### config.mk
export PLATFORM = sky130hd
export DESIGN_NAME = spi_master_transaction_engine
export DESIGN_NICKNAME = d
export VERILOG_FILES = /design/src/hdl/smte_pkg.sv /design/src/hdl/smte_front.sv /design/src/hdl/smte_engine.sv /design/src/hdl/spi_master_transaction_engine.sv
export SDC_FILE = /design/constraint.sdc
export NUM_CORES = 1
export LEC_CHECK = 0
export BUFFER_PORTS_ARGS = -buffer_cell sky130_fd_sc_hd__buf_2
export CORE_MARGIN = 2
export CORE_UTILIZATION = 40
export CTS_CLUSTER_SIZE = 25
export DETAILED_ROUTE_END_ITERATION = 10
export HOLD_SLACK_MARGIN = 0.12
export PLACE_DENSITY_LB_ADDON = 0.08
export SETUP_SLACK_MARGIN = 0.1
export SLEW_MARGIN = 20
export SYNTH_ARGS = -nofsm -noshare
export SYNTH_HDL_FRONTEND = slang
export SYNTH_SLANG_ARGS = --single-unit
export TNS_END_PERCENT = 10
### constraint.sdc
create_clock -name clk -period 5.4 [get_ports clk]
set_input_delay 1.08 -clock clk [delete_from_list [all_inputs] [get_ports clk]]
set_output_delay 1.08 -clock clk [all_outputs]
set_load 0.005 [all_outputs]
### src/hdl/smte_pkg.sv
// smte_pkg: shared types and constants for the spi master transaction engine
// item layouts, phase codes and configuration register indexes
// no dependencies
package smte_pkg;

    localparam int IN_BITS     = 19;
    localparam int IN_BYTES    = (IN_BITS + 7) / 8;
    localparam int OUT_BITS    = 39;
    localparam int OUT_BYTES   = (OUT_BITS + 7) / 8;
    localparam int QDEPTH      = 2;
    localparam int QPTR_BITS   = 1;
    localparam int QCNT_BITS   = 2;
    localparam int CFG_IDX_BITS = 3;
    localparam int CFG_DATA_BITS = 16;

    // first field in the highest bits
    typedef struct packed {
        logic        miso_level;
        logic [15:0] write_word;
        logic        write_valid;
        logic        start_req;
    } in_item_t;

    typedef struct packed {
        logic        done_res;
        logic        busy_res;
        logic [15:0] read_index;
        logic [15:0] read_word;
        logic        read_valid;
        logic        write_request;
        logic        cs_level;
        logic        mosi_level;
        logic        sclk_level;
    } out_item_t;

    typedef struct packed {
        logic     valid;
        in_item_t item;
    } queue_head_t;

    typedef enum logic [1:0] {
        PH_IDLE,
        PH_LOAD,
        PH_SHIFT,
        PH_FINISH
    } phase_t;

    typedef enum logic [CFG_IDX_BITS-1:0] {
        CFG_WORD_SIXTEEN,
        CFG_CLOCK_IDLE_HIGH,
        CFG_SAMPLE_ON_RISING,
        CFG_CLOCK_DIV_CODE,
        CFG_CS_ACTIVE_HIGH,
        CFG_WRITE_COUNT,
        CFG_READ_COUNT,
        CFG_READ_OFFSET
    } cfg_idx_t;

endpackage

### src/hdl/smte_front.sv
// smte_front: input side, unpacks tick transactions into a short queue
// depends on smte_pkg
module smte_front (
    input  logic                                 clk,
    input  logic                                 rst_n,
    input  logic                                 s_tvalid,
    output logic                                 s_tready,
    input  smte_pkg::in_item_t                   in_item,
    output smte_pkg::queue_head_t                head,
    input  logic                                 pop
);
    import smte_pkg::*;

    in_item_t               mem_reg [QDEPTH];
    logic [QPTR_BITS-1:0]   wr_ptr_reg;
    logic [QPTR_BITS-1:0]   rd_ptr_reg;
    logic [QCNT_BITS-1:0]   count_reg;
    logic [QCNT_BITS-1:0]   count_next;
    logic                   push;
    logic                   pop_ok;

    assign s_tready   = (count_reg != QCNT_BITS'(QDEPTH));
    assign push       = s_tvalid && s_tready;
    assign pop_ok     = pop && (count_reg != '0);
    assign head.valid = (count_reg != '0);
    assign head.item  = mem_reg[rd_ptr_reg];

    always_comb
    begin
        count_next = count_reg;
        if (push && !pop_ok)
        begin
            count_next = count_reg + 1'b1;
        end
        else if (pop_ok && !push)
        begin
            count_next = count_reg - 1'b1;
        end
    end

    always_ff @(posedge clk)
    begin
        if (push)
        begin
            mem_reg[wr_ptr_reg] <= in_item;
        end
    end

    always_ff @(posedge clk or negedge rst_n)
    begin
        if (!rst_n)
        begin
            wr_ptr_reg <= '0;
            rd_ptr_reg <= '0;
            count_reg  <= '0;
        end
        else
        begin
            count_reg <= count_next;
            if (push)
            begin
                wr_ptr_reg <= wr_ptr_reg + 1'b1;
            end
            if (pop_ok)
            begin
                rd_ptr_reg <= rd_ptr_reg + 1'b1;
            end
        end
    end

endmodule

### src/hdl/smte_engine.sv
// smte_engine: serial clock divider, shifter and word sequencer, one tick per step
// holds the configuration registers and the result register; depends on smte_pkg
module smte_engine #(
    parameter int COUNT_BITS = 16
) (
    input  logic                                   clk,
    input  logic                                   rst_n,
    input  logic                                   cfg_we,
    input  logic [smte_pkg::CFG_IDX_BITS-1:0]      cfg_index,
    input  logic [smte_pkg::CFG_DATA_BITS-1:0]     cfg_data,
    input  smte_pkg::queue_head_t                  head,
    output logic                                   pop,
    output logic                                   out_valid,
    input  logic                                   out_ready,
    output smte_pkg::out_item_t                    out_item,
    output logic                                   out_last
);
    import smte_pkg::*;

    localparam int CW = COUNT_BITS;

    logic                word_sixteen_reg;
    logic                clock_idle_high_reg;
    logic                sample_on_rising_reg;
    logic [2:0]          clock_div_code_reg;
    logic                cs_active_high_reg;
    logic [CW-1:0]       write_count_reg;
    logic [CW-1:0]       read_count_reg;
    logic [CW-1:0]       read_offset_reg;

    phase_t              phase_reg, phase_next;
    logic [15:0]         tx_shift_reg, tx_shift_next;
    logic [15:0]         rx_shift_reg, rx_shift_next;
    logic [15:0]         hold_word_reg, hold_word_next;
    logic                hold_full_reg, hold_full_next;
    logic [4:0]          bit_counter_reg, bit_counter_next;
    logic [7:0]          div_counter_reg, div_counter_next;
    logic                clock_state_reg, clock_state_next;
    logic [CW:0]         word_position_reg, word_position_next;
    logic [CW-1:0]       fetched_count_reg, fetched_count_next;

    logic                out_valid_reg;
    out_item_t           out_item_reg, out_item_next;
    logic                out_last_reg, out_last_next;

    logic                step;
    logic                cpha;
    logic                accept;
    logic [CW:0]         total;
    logic [CW:0]         total_raw;
    logic [CW+1:0]       pos_inc;
    logic                last_word;
    logic [3:0]          tx_idx;
    logic [3:0]          tx_bit;
    in_item_t            it;

    assign it        = head.item;
    assign step      = head.valid && (!out_valid_reg || out_ready);
    assign pop       = step;
    assign out_valid = out_valid_reg;
    assign out_item  = out_item_reg;
    assign out_last  = out_last_reg;

    assign cpha      = clock_idle_high_reg ^ ~sample_on_rising_reg;
    assign accept    = (phase_reg != PH_IDLE) && !hold_full_reg &&
                       (fetched_count_reg < write_count_reg) && it.write_valid;
    assign total_raw = (read_count_reg != '0)
                       ? ({1'b0, read_count_reg} + {1'b0, read_offset_reg})
                       : {1'b0, write_count_reg};
    assign total     = (total_raw == '0) ? (CW+1)'(1) : total_raw;
    assign pos_inc   = {1'b0, word_position_reg} + (CW+2)'(1);
    assign last_word = pos_inc >= {1'b0, total};

    always_comb
    begin
        phase_next         = phase_reg;
        tx_shift_next      = tx_shift_reg;
        rx_shift_next      = rx_shift_reg;
        hold_word_next     = hold_word_reg;
        hold_full_next     = hold_full_reg;
        bit_counter_next   = bit_counter_reg;
        div_counter_next   = div_counter_reg;
        clock_state_next   = clock_state_reg;
        word_position_next = word_position_reg;
        fetched_count_next = fetched_count_reg;
        out_item_next      = '0;
        out_last_next      = 1'b0;
        tx_idx             = '0;
        tx_bit             = '0;

        case (phase_reg)
            PH_IDLE:
            begin
                clock_state_next = clock_idle_high_reg;
                if (it.start_req)
                begin
                    phase_next         = PH_LOAD;
                    fetched_count_next = '0;
                    word_position_next = '0;
                    hold_full_next     = 1'b0;
                    tx_shift_next      = '0;
                    rx_shift_next      = '0;
                    bit_counter_next   = '0;
                    div_counter_next   = '0;
                end
            end
            PH_LOAD:
            begin
                clock_state_next = clock_idle_high_reg;
                if (hold_full_reg || (fetched_count_reg >= write_count_reg))
                begin
                    if (hold_full_reg)
                    begin
                        tx_shift_next  = hold_word_reg;
                        hold_full_next = 1'b0;
                    end
                    bit_counter_next = '0;
                    div_counter_next = '0;
                    phase_next       = PH_SHIFT;
                end
            end
            PH_SHIFT:
            begin
                if (({1'b0, div_counter_reg} + 9'd1) >= (9'd1 << clock_div_code_reg))
                begin
                    div_counter_next = '0;
                    clock_state_next = ~clock_state_reg;
                    if (bit_counter_reg[0] == cpha)
                    begin
                        rx_shift_next = {rx_shift_reg[14:0], it.miso_level};
                    end
                    if (({1'b0, bit_counter_reg} + 6'd1) >=
                        (word_sixteen_reg ? 6'd32 : 6'd16))
                    begin
                        if ((read_count_reg != '0) &&
                            (word_position_reg >= {1'b0, read_offset_reg}))
                        begin
                            out_item_next.read_valid = 1'b1;
                            out_item_next.read_word  = word_sixteen_reg ? rx_shift_next
                                                       : {8'h00, rx_shift_next[7:0]};
                            out_item_next.read_index =
                                16'(word_position_reg - {1'b0, read_offset_reg});
                            out_last_next = last_word;
                        end
                        word_position_next = pos_inc[CW:0];
                        bit_counter_next   = '0;
                        phase_next         = last_word ? PH_FINISH : PH_LOAD;
                    end
                    else
                    begin
                        bit_counter_next = bit_counter_reg + 5'd1;
                    end
                end
                else
                begin
                    div_counter_next = div_counter_reg + 8'd1;
                end
            end
            PH_FINISH:
            begin
                phase_next             = PH_IDLE;
                hold_full_next         = 1'b0;
                clock_state_next       = clock_idle_high_reg;
                out_item_next.done_res = 1'b1;
            end
            default:
            begin
                phase_next = PH_IDLE;
            end
        endcase

        if (accept && (phase_next != PH_IDLE))
        begin
            hold_word_next     = it.write_word;
            hold_full_next     = 1'b1;
            fetched_count_next = fetched_count_reg + 1'b1;
        end

        if (phase_next == PH_SHIFT)
        begin
            if (cpha)
            begin
                tx_idx = (bit_counter_next == '0) ? 4'd0 : 4'((bit_counter_next - 5'd1) >> 1);
            end
            else
            begin
                tx_idx = bit_counter_next[4:1];
            end
            tx_bit = (word_sixteen_reg ? 4'd15 : 4'd7) - tx_idx;
            if (word_sixteen_reg || !tx_idx[3])
            begin
                out_item_next.mosi_level = tx_shift_next[tx_bit];
            end
        end

        out_item_next.sclk_level    = clock_state_next;
        out_item_next.cs_level      = (phase_next != PH_IDLE) ? cs_active_high_reg
                                                               : ~cs_active_high_reg;
        out_item_next.write_request = (phase_next != PH_IDLE) && !hold_full_next &&
                                      (fetched_count_next < write_count_reg);
        out_item_next.busy_res      = (phase_next != PH_IDLE);
    end

    always_ff @(posedge clk or negedge rst_n)
    begin
        if (!rst_n)
        begin
            word_sixteen_reg     <= 1'b0;
            clock_idle_high_reg  <= 1'b0;
            sample_on_rising_reg <= 1'b1;
            clock_div_code_reg   <= '0;
            cs_active_high_reg   <= 1'b0;
            write_count_reg      <= '0;
            read_count_reg       <= '0;
            read_offset_reg      <= '0;
        end
        else if (cfg_we)
        begin
            case (cfg_idx_t'(cfg_index))
                CFG_WORD_SIXTEEN:     word_sixteen_reg     <= cfg_data[0];
                CFG_CLOCK_IDLE_HIGH:  clock_idle_high_reg  <= cfg_data[0];
                CFG_SAMPLE_ON_RISING: sample_on_rising_reg <= cfg_data[0];
                CFG_CLOCK_DIV_CODE:   clock_div_code_reg   <= cfg_data[2:0];
                CFG_CS_ACTIVE_HIGH:   cs_active_high_reg   <= cfg_data[0];
                CFG_WRITE_COUNT:      write_count_reg      <= CW'(cfg_data);
                CFG_READ_COUNT:       read_count_reg       <= CW'(cfg_data);
                CFG_READ_OFFSET:      read_offset_reg      <= CW'(cfg_data);
                default:              ;
            endcase
        end
    end

    always_ff @(posedge clk or negedge rst_n)
    begin
        if (!rst_n)
        begin
            phase_reg         <= PH_IDLE;
            tx_shift_reg      <= '0;
            rx_shift_reg      <= '0;
            hold_word_reg     <= '0;
            hold_full_reg     <= 1'b0;
            bit_counter_reg   <= '0;
            div_counter_reg   <= '0;
            clock_state_reg   <= 1'b0;
            word_position_reg <= '0;
            fetched_count_reg <= '0;
            out_valid_reg     <= 1'b0;
        end
        else
        begin
            if (step)
            begin
                phase_reg         <= phase_next;
                tx_shift_reg      <= tx_shift_next;
                rx_shift_reg      <= rx_shift_next;
                hold_word_reg     <= hold_word_next;
                hold_full_reg     <= hold_full_next;
                bit_counter_reg   <= bit_counter_next;
                div_counter_reg   <= div_counter_next;
                clock_state_reg   <= clock_state_next;
                word_position_reg <= word_position_next;
                fetched_count_reg <= fetched_count_next;
                out_valid_reg     <= 1'b1;
            end
            else if (out_ready)
            begin
                out_valid_reg <= 1'b0;
            end
        end
    end

    always_ff @(posedge clk)
    begin
        if (step)
        begin
            out_item_reg <= out_item_next;
            out_last_reg <= out_last_next;
        end
    end

endmodule

### src/hdl/spi_master_transaction_engine.sv
// spi_master_transaction_engine: top level, tick queue in front of the spi engine
// depends on smte_pkg, smte_front, smte_engine
//
//  channel   group                   carries
//  input     s_tvalid/s_tready       one system tick: start, write word, miso sample
//  output    m_tvalid/m_tready       line levels and read word after that tick
//  config    cfg_we/cfg_index        register write, no handshake
//
// one transaction in and one out per cycle, sustained while m_tready stays high
// path: queue register, then the engine step into the result register
// the engine steps only when the result register is empty or being taken
// a two-entry queue absorbs a tick while the output stalls, before s_tready drops
// reset clears the engine state and output valid, not the result data; no clearing pass
module spi_master_transaction_engine #(
    parameter int COUNT_BITS = 16
) (
    input  logic                                      clk,
    input  logic                                      rst_n,
    input  logic                                      s_tvalid,
    output logic                                      s_tready,
    // start_req, write_valid, write_word[15:0], miso_level, zero pad
    input  logic [smte_pkg::IN_BYTES*8-1:0]           s_tdata,
    output logic                                      m_tvalid,
    input  logic                                      m_tready,
    // sclk_level, mosi_level, cs_level, write_request, read_valid,
    // read_word[15:0], read_index[15:0], busy_res, done_res, zero pad
    output logic [smte_pkg::OUT_BYTES*8-1:0]          m_tdata,
    output logic                                      m_tlast,
    input  logic                                      cfg_we,
    input  logic [smte_pkg::CFG_IDX_BITS-1:0]         cfg_index,
    input  logic [smte_pkg::CFG_DATA_BITS-1:0]        cfg_data
);
    import smte_pkg::*;

    queue_head_t head;
    logic        pop;
    out_item_t   out_item;

    smte_front u_front (
        .clk      (clk),
        .rst_n    (rst_n),
        .s_tvalid (s_tvalid),
        .s_tready (s_tready),
        .in_item  (in_item_t'(s_tdata[IN_BITS-1:0])),
        .head     (head),
        .pop      (pop)
    );

    smte_engine #(
        .COUNT_BITS (COUNT_BITS)
    ) u_engine (
        .clk       (clk),
        .rst_n     (rst_n),
        .cfg_we    (cfg_we),
        .cfg_index (cfg_index),
        .cfg_data  (cfg_data),
        .head      (head),
        .pop       (pop),
        .out_valid (m_tvalid),
        .out_ready (m_tready),
        .out_item  (out_item),
        .out_last  (m_tlast)
    );

    assign m_tdata = {{(OUT_BYTES*8-OUT_BITS){1'b0}}, out_item};

endmodule

# --- Yosys cells after proc, flatten, opt, wreduce, memory -nomap -nowiden ---
# Memory sizes are Yosys's and may differ from the RTL's.
# Index checks and enable logic that the tools add are counted.
totals:
  memories: 1
  output_inout_bits: 43
  inputBits: 48
  regBits: 198
  mem_bits_rw: 38
classes:
  n_lt_le_gt_ge: 8
  add_sub_neg: 14
  n_eq_ne: 17
  n_reduce_logical: 50
  n_bitwise: 4
  shift: 1
  n_mux: 54
mem_list:
  columns: ["name", "words", "word_bits", "rd", "rd_ports_with_merged_regs", "wr", "line", "source"]
  rows:
  - ["u_front.mem_reg", 2, 19, 1, 0, 1, "smte_front.sv:14", "in_item_t mem_reg [QDEPTH];"]
ops:
  columns: ["operator", "count"]
  rows:
  - ["2-to-1 mux 16 bit", 9]
  - ["2-to-1 mux 17 bit", 5]
  - ["case mux 16 bit (2 select lines)", 2]
  - ["case mux 17 bit (2 select lines)", 1]
  - ["< comparator 16 bit", 2]
  - ["2-to-1 mux 8 bit", 3]
  - ["case mux 8 bit (3 select lines)", 1]
  - ["2-to-1 mux 5 bit", 4]
  - ["AND reduction 2 bit", 10]
  - ["adder 17 x 1 -> 18 bit (second input constant)", 1]
  - [">= comparator 18 x 17 -> 1 bit", 1]
  - ["adder 16 x 16 -> 17 bit", 1]
  - [">= comparator 17 x 16 -> 1 bit", 1]
  - ["zero test 17 bit", 1]
  - ["adder 16 x 1 -> 16 bit (second input constant)", 1]
  - [">= comparator 16 bit", 1]
  - ["2-to-1 mux 4 bit", 4]
  - ["nonzero test 16 bit", 1]
  - ["subtractor 16 bit", 1]
  - ["case mux 5 bit (3 select lines)", 1]
  - ["2-to-1 mux 2 bit", 7]
  - ["== test 3 bit (second input constant)", 4]
  - ["logical AND 1 bit", 12]
  - ["2-to-1 mux 1 bit", 12]
  - ["38 further kinds", 62]

# --- Longest topological paths before layout ---
logic_depth:
  depth_word: 15
  mapped_depth: 25

# --- Cells and area by module ---
# From an unflattened synthesis, not the netlist that was laid out.
unflattened:
  hier_cells: 1353
  hier_area_um2: 13837.0
by_module_without_submodules:
  columns: ["mod", "cells_per_inst", "instances", "area_per_inst_um2", "seq_area_each_um2"]
  rows:
  - ["smte_engine", 1274, 1, 12236.7, 5056.1]
  - ["smte_front", 77, 1, 1589.0, 1241.2]
  - ["spi_master_transaction_engine", 2, 1, 11.3, 0.0]

# --- Worst setup path after synthesis ---
# Ideal clock, no wire load.
synth_path:
  path_type: "flip-flop to flip-flop"
  start: "register u_engine.read_offset_reg[0]"
  end: "register u_engine.phase_reg[1]"
  setup_ns: 0.123
  stages_incl_launch_ff: 26
  n_path_buf: 0
  t_arrival_ns: 5.114
  synth_period_minus_slack_ns: 5.237
  path_slack_ns: 0.163
  path_cell_list: "dfrtp_1 ha_1 fa_1 a21o_1 a21oi_1 o21bai_1 a2111oi_0 o31ai_1 a2111oi_0 nor3_1 xor2_1 a21oi_1 nand4_1 o41ai_1 ha_1 inv_1 a21o_1 a221oi_1 o21a_1 o21ai_0 a21o_1 a211o_1 a221oi_1 a21oi_1 o21ai_0 nand2_1"
synth_between:
  elab_chain_cells: 9
synth_rtl:
  columns: ["element", "line", "source"]
  rows:
  - ["from (decl)", "smte_engine.sv:29", "logic [CW-1:0] read_offset_reg;"]
  - ["from (signal assigned)", "smte_engine.sv:227", "CFG_READ_OFFSET: read_offset_reg <= CW'(cfg_data);"]
  - ["adder 16 x 16 -> 17 bit (*)", "smte_engine.sv:68", "? ({1'b0, read_count_reg} + {1'b0, read_offset_reg})"]
  - ["2-to-1 mux 17 bit (*)", "smte_engine.sv:68", null]
  - ["zero test 17 bit", "smte_engine.sv:70", "assign total = (total_raw == '0) ? (CW+1)'(1) : total_raw;"]
  - ["2-to-1 mux 17 bit (*)", "smte_engine.sv:70", null]
  - [">= comparator 18 x 17 -> 1 bit (*)", "smte_engine.sv:72", "assign last_word = pos_inc >= {1'b0, total};"]
  - ["2-to-1 mux 2 bit (*)", "smte_engine.sv:147", "phase_next = last_word ? PH_FINISH : PH_LOAD;"]
  - ["2-to-1 mux 2 bit (*)", "smte_engine.sv:132", "if (({1'b0, bit_counter_reg} + 6'd1) >="]
  - ["2-to-1 mux 2 bit (*)", "smte_engine.sv:124", "if (({1'b0, div_counter_reg} + 9'd1) >= (9'd1 << clock_div_code_reg))"]
  - ["case mux 2 bit (4 select lines) (*)", "smte_engine.sv:91", "case (phase_reg)"]
  - ["to (signal assigned)", "smte_engine.sv:253", "phase_reg <= phase_next;"]
  - ["to (decl)", "smte_engine.sv:31", "phase_t phase_reg, phase_next;"]
# Every way passes the cells marked *; elsewhere a longest branch is shown, timed or not.
# A chain may end at the register's enable or synchronous reset.

# --- Final worst setup path ---
layout_path:
  start: "register u_engine.read_count_reg[0]"
  end: "register u_engine.out_last_reg, in the netlist u_engine.out_last (data pin)"
layout_between:
  elab_chain_cells: 5
layout_rtl:
  columns: ["element", "line", "source"]
  rows:
  - ["from (decl)", "smte_engine.sv:28", "logic [CW-1:0] read_count_reg;"]
  - ["from (signal assigned)", "smte_engine.sv:226", "CFG_READ_COUNT: read_count_reg <= CW'(cfg_data);"]
  - ["adder 16 x 16 -> 17 bit / nonzero test 16 bit (equally long branches)", "smte_engine.sv:68, smte_engine.sv:67, smte_engine.sv:135", null]
  - ["2-to-1 mux 17 bit", "smte_engine.sv:68", null]
  - ["zero test 17 bit", "smte_engine.sv:70", null]
  - ["2-to-1 mux 17 bit", "smte_engine.sv:70", null]
  - [">= comparator 18 x 17 -> 1 bit", "smte_engine.sv:72", null]
  - ["to (signal assigned)", "smte_engine.sv:277", "out_last_reg <= out_last_next;"]
  - ["to (decl)", "smte_engine.sv:44", "logic out_last_reg, out_last_next;"]
# Parallel ways exist; a longest one is shown, timed or not.

==> key figures <==
Outcome
  • Outcome: complete, no violations

Logic synthesis
  • Post-Synthesis Cell Area: 13,700 um2
  • Number of instances in the synthesized netlist: 1,326
  • Yosys warns: 0
  • Fraction of post-synthesis cell area in the top cell type by area: 0.288
  • Part of the Yosys area used for sequential elements: 0.461
  • Library cell with the largest summed area after synthesis: dfrtp_1
  • Post-Synthesis Mean Instance Area: 10.3 um2
  • Library cell with the highest instance count after synthesis: dfrtp_1
  • Flip-flop and latch count after synthesis: 236
  • Commonest cells in the netlist: 157 x dfrtp_1, 117 x nand2_1, 97 x ha_1
  • Ys async rst share: 0.669
  • Total nets after synthesis: 1,473
  • Number of unique standard cell types used by synthesis: 79
  • Ys flop type: dfrtp_1
  • Cell types occupying the most area after synthesis: dfrtp_1 29%, edfxtp_1 17%, ha_1 8.9%
  • EDFF count, synth: 78

STA
  • Final setup slack of the worst path: 0.0497 ns
  • Final setup skew: 0.0210 ns
  • Highest Clock Rate: 187 MHz
  • Sum of negative setup slack: 0 ns
  • Number of hold violations in the final report: 0
  • Slew HR: 0.264
  • Worst Tran Pin Value: 1.10 ns
  • Final Critical Period: 5.35 ns
  • Portion of the clock cycle consumed by the worst path in the final layout: 0.991
  • Post-Route Hold Slack: 0.491 ns
  • RSZ-0062 raised after global routing: true
  • Final slew viol count: 0
  • Count of endpoints failing setup in the final report: 0

Routing
  • Number of antenna-violating nets in the routed design: 0
  • Overall via count from detail_route: 10,100
  • DRT Wirelength: 32,100 um
  • Detail-routed via count per cell: 5.31
  • Routed length per instance: 16.8 um
  • 1st-iter DRT viols: 531
  • Detailed-route DRC error count: 0
  • Iteration count of the initial detailed-routing pass: 6

Finish
  • Layout Utilization: 0.474
  • Final standard cell count with taps included and fillers excluded: 1,909
  • Syn-to-layout area delta: 16.6%
  • Number of inserted filler cells in the final layout: 3,217
  • ANT cells: 0
  • Flip-flop count of the largest register after layout: 39
  • # nets final: 1,586
  • Post-route design area: 15,900 um2
  • Share of final-layout standard cells stronger than drive strength 1: 0.198

Power
  • Overall power consumption: 7.31 mW
  • P_leak: 7.19 nW
  • Pwr/cell area: 459 nW/um2
  • Worst voltage drop across the vdd grid: 0.000278 V

CTS
  • Number of H-tree levels: 1
  • Clock tree sinks: 236
  • Clock Tree Root: clkbuf_16
  • CTS tree: yes
  • Number of buffers on the longest clock path: 3
  • Later-pin clock latency in the skew report: 0.57 ns
  • Clock transition at the registers of the reported paths: 0.06 ns
  • Clock buffers created by TritonCTS: 28
  • Number of buffers inserted for hold repair after clock tree synthesis: 0

Critical path
  • Type of the setup path with the least slack: reg -> reg
  • Worst setup EP type: flop
  • Required time of the critical path: 5.71 ns
  • Largest stage delay on the critical path: 0.40 ns
  • Slowest cell on the critical path: a2111oi_2
  • Flop2flop setup slack: 0.05 ns
  • Kind of start point of the critical path: flop
  • Signal arrival time at the worst endpoint: 5.66 ns
  • Worst-path maximum fanout: 2

Placement
  • Placement-stage cell area: 14,800 um2
  • Final weighted congestion in routability-driven placement: 0.832
  • Worst slack, placed: -0.484 ns
  • HPWL after DPL: 23,300 um
  • Dpl cells: 1,851
  • Number of input and output port buffers inserted: 84

Die
  • Die height: 189 um
  • Area inside the core boundary: 33,600 um2
  • Floorplan row count: 67
  • Initial Util: 0.406
  • Io pins: 91
  • Die area: 35,600 um2
  • DIE WIDTH: 189 um

Global route
  • Pin count of the biggest net entering global routing: 90
  • Vias in the first global route: 9,751
  • Aggregate global-route resource usage: 0.181
  • Antenna violations before repair: 0
  • Global-route congestion overflow total: 0
  • First-pass GRT wire length: 52,500 um

Job
  • Total of max-cap violations: 0

Worst hold path
  • Path class of the lowest-slack min-delay path: reg -> reg
cell families (layout without fill, tap and decap cells):
logic type               after synthesis  count (layout)  share of synthesized area
flip-flops                           236             236                      0.461
buffers and inverters                124             259                     0.0356
XOR/XNOR                              50              50                     0.0321
AO/OA/AOI/OAI                        326             326                      0.163
AND/OR/NAND/NOR                      399             399                      0.144
multiplexers                          91              91                     0.0720
other                                  1               1                   0.000274
adder cells (fa/ha/maj)               99              99                     0.0918
layout make-up:
class | instances | area [um2] | area share
Clock buffer | 35 | 757 | 0.0475
Clock inverter | 17 | 220 | 0.0138
Inverter | 68 | 255 | 0.0160
Multi-Input combinational cell | 966 | 7000 | 0.439
Sequential cell | 236 | 6300 | 0.395
Tap cell | 448 | 561 | 0.0352
Timing Repair Buffer | 139 | 840 | 0.0527
where the power goes:
part	internal [mW]	switching, mW	total, mW
Combinational	1.16	1.60	2.77
Clock	1.19	0.774	1.96
Sequential	2.31	0.274	2.58
timing repair:
action / in CTS / in global routing
pin swaps: 21 / 6
setup endpoints to repair: 2 / 2
gates resized for setup: 16 / 6
setup buffers: 4 / 2
path summary, 6_finish.rpt:
kind                                                              end  cells after the start                                    from
setup / recovery                      u_engine.out_last$_SDFFCE_PN0P_                     27  u_engine.read_count_reg[0]$_DFFE_PN0P_
hold / removal                         u_front.wr_ptr_reg$_DFFE_PN0P_                      1          u_front.wr_ptr_reg$_DFFE_PN0P_
setup reg to reg                      u_engine.out_last$_SDFFCE_PN0P_                     27  u_engine.read_count_reg[0]$_DFFE_PN0P_
hold reg to reg                        u_front.wr_ptr_reg$_DFFE_PN0P_                      1          u_front.wr_ptr_reg$_DFFE_PN0P_
max in group asynchronous  u_engine.clock_div_code_reg[2]$_DFFE_PN0P_                      2                                   rst_n
min in group asynchronous  u_engine.fetched_count_reg[10]$_DFFE_PN0P_                      1                                   rst_n
layout by cell type (no fill, tap or decap), types with 21 or more instances in the layout:
cell / netlist / final
a21o_1: 26 / 26
a21oi_1: 76 / 71
a22o_1: 42 / 42
buf_2: 2 / 83
buf_4: 1 / 55
clkbuf_16: 0 / 28
dfrtp_1: 157 / 157
edfxtp_1: 78 / 78
ha_1: 97 / 95
inv_1: 66 / 66
mux2_2: 58 / 58
mux2i_1: 33 / 33
nand2_1: 117 / 117
nand3_1: 34 / 34
nand4_1: 21 / 21
nor2_1: 91 / 90
nor3_1: 38 / 36
o21ai_0: 75 / 73
xnor2_1: 29 / 28
xor2_1: 21 / 21
layer usage:
layer / vias up / share of wire / track usage
met5: - / 0 / 0
met4: 0 / 0.018 / 0.0397
met3: 39 / 0.033 / 0.0229
met2: 163 / 0.45 / 0.292
met1: 4829 / 0.50 / 0.260
li1: 5111 / - / -
critical path, delay by kind of cell (launching register included):
family | cells | cell delay (ns)
AOI/OAI and AO/OA | 16 | 3.11
adders and majority gates | 3 | 0.79
buffers and inverters | 5 | 0.62
DFF | 1 | 0.39
and+or+nand+nor | 3 | 0.19
(Power assumes the default switching activity.)
